$ cat src/rtl/core/baram_pkg.sv
// Shared types and constants for the byte-addressed RAM with access faults.
// Used by the controller, the datapath, the top level and the port checker.
package baram_pkg;

    localparam int LANES    = 8;
    localparam int BYTE_W   = 8;
    localparam int ADDR_W   = 64;
    localparam int BITS_W   = 7;
    localparam int DATA_W   = 64;
    localparam int SIZE_W   = 17;
    localparam int COUNT_W  = 4;
    localparam int LO_W     = 3;

    // Slave tdata layout, lowest bits first: address, access_bits, store_data, pad.
    localparam int S_ADDR_LSB = 0;
    localparam int S_BITS_LSB = S_ADDR_LSB + ADDR_W;
    localparam int S_DATA_LSB = S_BITS_LSB + BITS_W;
    localparam int S_TDATA_W  = ((S_DATA_LSB + DATA_W + 7) / 8) * 8;

    localparam logic [SIZE_W-1:0] SIZE_RESET = 17'h10000;

    localparam logic KIND_LOAD  = 1'b0;
    localparam logic KIND_STORE = 1'b1;

    typedef enum logic [1:0] {
        FAULT_NONE  = 2'd0,
        FAULT_LOAD  = 2'd1,
        FAULT_STORE = 2'd2
    } fault_t;

    // Controller to datapath.
    typedef struct packed {
        logic clear_wr;   // zero one row of every lane
        logic req_load;   // capture the incoming request
        logic check_en;   // evaluate width and window
        logic access_en;  // read or write the lanes
        logic out_load;   // fill the output register
    } cmd_t;

    // Datapath to controller.
    typedef struct packed {
        logic clear_last; // clearing pass is on its final row
    } stat_t;

endpackage

$ cat src/rtl/core/baram_ctrl.sv
// Sequencing state machine for the byte-addressed RAM: clearing pass,
// request capture, check, access and result hand-off. Depends on baram_pkg.
module baram_ctrl (
    input  logic             clk,
    input  logic             rst_n,
    input  logic             s_tvalid,
    output logic             s_tready,
    output logic             m_tvalid,
    input  logic             m_tready,
    output baram_pkg::cmd_t  cmd,
    input  baram_pkg::stat_t stat
);
    import baram_pkg::*;

    typedef enum logic [2:0] {
        ST_CLEAR,
        ST_IDLE,
        ST_CHECK,
        ST_ACCESS,
        ST_FORMAT
    } state_t;

    state_t state_reg;
    state_t state_next;
    logic   s_tready_reg;
    logic   s_tready_next;
    logic   m_tvalid_reg;
    logic   m_tvalid_next;

    always_comb
    begin
        state_next = state_reg;
        cmd        = '0;
        unique case (state_reg)
            ST_CLEAR:
            begin
                cmd.clear_wr = 1'b1;
                if (stat.clear_last)
                begin
                    state_next = ST_IDLE;
                end
            end
            ST_IDLE:
            begin
                if (s_tvalid && s_tready_reg)
                begin
                    cmd.req_load = 1'b1;
                    state_next   = ST_CHECK;
                end
            end
            ST_CHECK:
            begin
                cmd.check_en = 1'b1;
                state_next   = ST_ACCESS;
            end
            ST_ACCESS:
            begin
                cmd.access_en = 1'b1;
                state_next    = ST_FORMAT;
            end
            ST_FORMAT:
            begin
                // hold until the output register is free
                if (!m_tvalid_reg || m_tready)
                begin
                    cmd.out_load = 1'b1;
                    state_next   = ST_IDLE;
                end
            end
            default:
            begin
                state_next = ST_CLEAR;
            end
        endcase

        if (cmd.out_load)
        begin
            m_tvalid_next = 1'b1;
        end
        else if (m_tready)
        begin
            m_tvalid_next = 1'b0;
        end
        else
        begin
            m_tvalid_next = m_tvalid_reg;
        end

        s_tready_next = (state_next == ST_IDLE);
    end

    always_ff @(posedge clk or negedge rst_n)
    begin
        if (!rst_n)
        begin
            state_reg    <= ST_CLEAR;
            s_tready_reg <= 1'b0;
            m_tvalid_reg <= 1'b0;
        end
        else
        begin
            state_reg    <= state_next;
            s_tready_reg <= s_tready_next;
            m_tvalid_reg <= m_tvalid_next;
        end
    end

    assign s_tready = s_tready_reg;
    assign m_tvalid = m_tvalid_reg;

endmodule

$ cat config.mk
export PLATFORM = sky130hd
export DESIGN_NAME = baram_ctrl
export DESIGN_NICKNAME = d
export VERILOG_FILES = /design/src/rtl/core/baram_pkg.sv /design/src/rtl/core/baram_ctrl.sv
export SDC_FILE = /design/constraint.sdc
export NUM_CORES = 1
export LEC_CHECK = 0
export ABC_AREA = 1
export BUFFER_PORTS_ARGS = -buffer_cell sky130_fd_sc_hd__buf_2
export CAP_MARGIN = 10
export CORE_AREA = 2 2 39 41
export CTS_CLUSTER_SIZE = 28
export DETAILED_ROUTE_END_ITERATION = 12
export DIE_AREA = 0 0 41 43
export GPL_ROUTABILITY_DRIVEN = 1
export HOLD_SLACK_MARGIN = 0.12
export PLACE_DENSITY = 0.42
export SLEW_MARGIN = 20
export SYNTH_ARGS = -nofsm -noshare
export SYNTH_HDL_FRONTEND = slang
export SYNTH_SLANG_ARGS = --single-unit
$ cat constraint.sdc
create_clock -name clk -period 1.14 [get_ports clk]
set_input_delay 0.114 -clock clk [delete_from_list [all_inputs] [get_ports clk]]
set_output_delay 0.114 -clock clk [all_outputs]
set_load 0.1 [all_outputs]
==> out/summary.txt <==
count of final max-slew check failures - 0
initial antenna violation count - 0
largest family of logic cells by synthesized area - simple AND/OR/NAND/NOR gates
Die Area - 1760 um^2
Routed WL - 619 um
GRT overflow - 0
Avg Inst Size Synth - 7.77 um^2
Worst Min Path Start - stat
DRT met1 WL - 254 um
TritonCTS Buffers - 3
largest net degree at the start of global routing - 6
# DRC - 0
PortBufs - 11
Seq/Total Area, Yosys - 0.488
violated checks - setup timing
Synth Register Bits - 5
Vias - 271
nets@finish - 61
Syn Inst Count - 33
Hold Crit Class - input port to flip-flop
GR Util All Layers - 0.0889
Post-DP HPWL - 482 um
post-route clock period utilization - 1.14
fmax - 0.768 GHz
critical path class - flip-flop to output port
xor/xnor share of the synthesized area - 0
clock latency on the worst-skew pair - 0.23 ns
post-synthesis adder-cell area fraction - 0
clock root buffer - clkbuf_4
reg2reg path depth - 7
simple-gate share of the synthesized area - 0.337
chip height - 43 um
met3 routed WL - 25 um
Tightest Pin Transition - 0.208 ns
status - finished, violations left
antenna-violating nets left - 0
first-pass GRT wire length - 1030 um
FF/Latch Area - 136 um^2
DR iter-0 viols - 0
vias in the first global route - 266
H-Tree Depth - 1
Worst slew margin - 0.860
worst hold stages - 3
layout cells sized above 1 - 0.764
YS warnings - 0
r2r startpoint - state_reg[1]$_DFF_PN0_
most frequent cells in the layout - buf_12 (7), nor2_4 (5), buf_2 (4), buf_6 (4)
CTS Sinks - 5
Crit Reg-Reg Endpoint - s_tready$_DFF_PN0_
Final min period - 1.30 ns
critical-path cell list - inv_2, nand3_4, nor2_4, buf_12
compound-gate portion of the synthesized area - 0.0439
crit path DAT - 1.19 ns
Syn Std Cell Area - 256 um^2
met2 wire length - 339 um
Req. time, crit path - 1.03 ns
Worst Path Max Fanout - 5
die extent in x - 41 um
multi-input logic area - 179 um^2
Vias/cell - 3.82
Clock Pin Slew Worst Setup and Hold Paths - 0.04 ns
Highest Signal Layer - met3
r2r setup slk - 0.04 ns
Initial Utilization - 0.185
syn nets - 38
max incr delay on CP - 0.47 ns
RSZ-0062 raised after global routing - yes
Setup-failing EPs final - 5
final hold violations - 0
slowest CP cell - dfrtp_2
TritonRoute pass-1 iters - 1
ANT cells - 0
CP startpoint kind - flip-flop
Layout Utilization - 0.454
Clock Tree Buf Depth - 2
Max Cap Viol - 0
DR WL/cell - 8.72 um
Worst Slack Setup Final - -0.162 ns
Synth cell types - 13
Top Ports - 12
Rows - 14
number of flip-flops in the largest register - 3
area grow syn2layout - 145%
CP Capture Type - output port
commonest non-fill, non-tap cell in the layout - buf_12
Worst Hold Path EP - state_reg[0]$_DFF_PN0_
fillcell total - 134
post-synthesis mux area share - 0
Placeable Area - 1380 um^2
TritonCTS clock tree - done
Clock Skew - 0.000908 ns
GP Congestion - 0.660
metrics by stage:
| stage | hold WS, ns | setup TNS [ns] | area [um^2] | std cells | setup slack, ns |
|---|---|---|---|---|---|
| 6_report | 0.163 | -0.684 | 628 | 71 | -0.162 |
| 5_1_grt | 0.166 | -0.951 | 628 | 71 | -0.213 |
| 4_1_cts | 0.156 | -0.717 | 589 | 70 | -0.154 |
| 3_5_place_dp | -0.0668 | 0 | 504 | 61 | 0.0233 |
| 3_3_place_gp | -0.0683 | 0 | 504 | 61 | 0.0323 |
| 2_1_floorplan | -0.182 | -1.14 | 329 | 33 | -0.329 |
kinds of logic (layout without fill, tap and decap cells):
kind of cell	count (synthesis)	count (layout)
AO/OA/AOI/OAI	2	2
buffers and inverters	8	30
flip-flops	5	5
AND/OR/NAND/NOR	18	18
how the worst max path moves through the flow:
stage                                 from            endpoint  slack [ns]  cells after the start
detailed placement  state_reg[1]$_DFF_PN0_              cmd[3]        0.02                      4
global route        state_reg[1]$_DFF_PN0_              cmd[3]       -0.21                      4
global placement    state_reg[1]$_DFF_PN0_              cmd[3]        0.03                      4
floorplan               s_tready$_DFF_PN0_  s_tready$_DFF_PN0_       -0.33                      5
finish              state_reg[1]$_DFF_PN0_              cmd[3]       -0.16                      4
CTS                 state_reg[2]$_DFF_PN0_              cmd[2]       -0.15                      4
critical path, delay by kind of cell (launching register included):
kind / cells / cell delay [ns]
DFF: 1 / 0.47
and+or+nand+nor: 2 / 0.19
buffers and inverters: 2 / 0.28
cell usage after synthesis:
| master | instances | share of area |
|---|---|---|
| inv_1 | 6 | 0.088 |
| dfrtp_1 | 5 | 0.49 |
| nand2_1 | 5 | 0.073 |
| nor2_1 | 5 | 0.073 |
| nand3_1 | 3 | 0.059 |
| nor2_2 | 2 | 0.049 |
| buf_4 | 1 | 0.029 |
| inv_2 | 1 | 0.015 |
| nand2_2 | 1 | 0.024 |
| nand3_2 | 1 | 0.039 |
| nor3_1 | 1 | 0.019 |
| o21ai_0 | 1 | 0.019 |
| o22ai_1 | 1 | 0.024 |
final cells by class:
type / count / area share
Timing Repair Buffer: 19 / 0.378
Inverter: 7 / 0.0458
Multi-Input combinational cell: 20 / 0.285
Tap cell: 16 / 0.0319
Clock buffer: 4 / 0.0418
Sequential cell: 5 / 0.217
metal layers:
metal  GRT usage  vias to the layer above
li1            -                      146
met1       0.105                      119
met2       0.128                        6
met3      0.0157                        0
met4      0.0800                        0
met5           0                        -
timing repair:
item	in CTS	in global routing
setup buffers	4	3
endpoints found under the hold margin	5	0
pin swaps	7	1
hold buffers	1	0
resized for setup	7	8
setup endpoints to repair	5	7
Power is not shown: default switching activity piles up to over one toggle a cycle in this logic, so the estimate is an artifact.
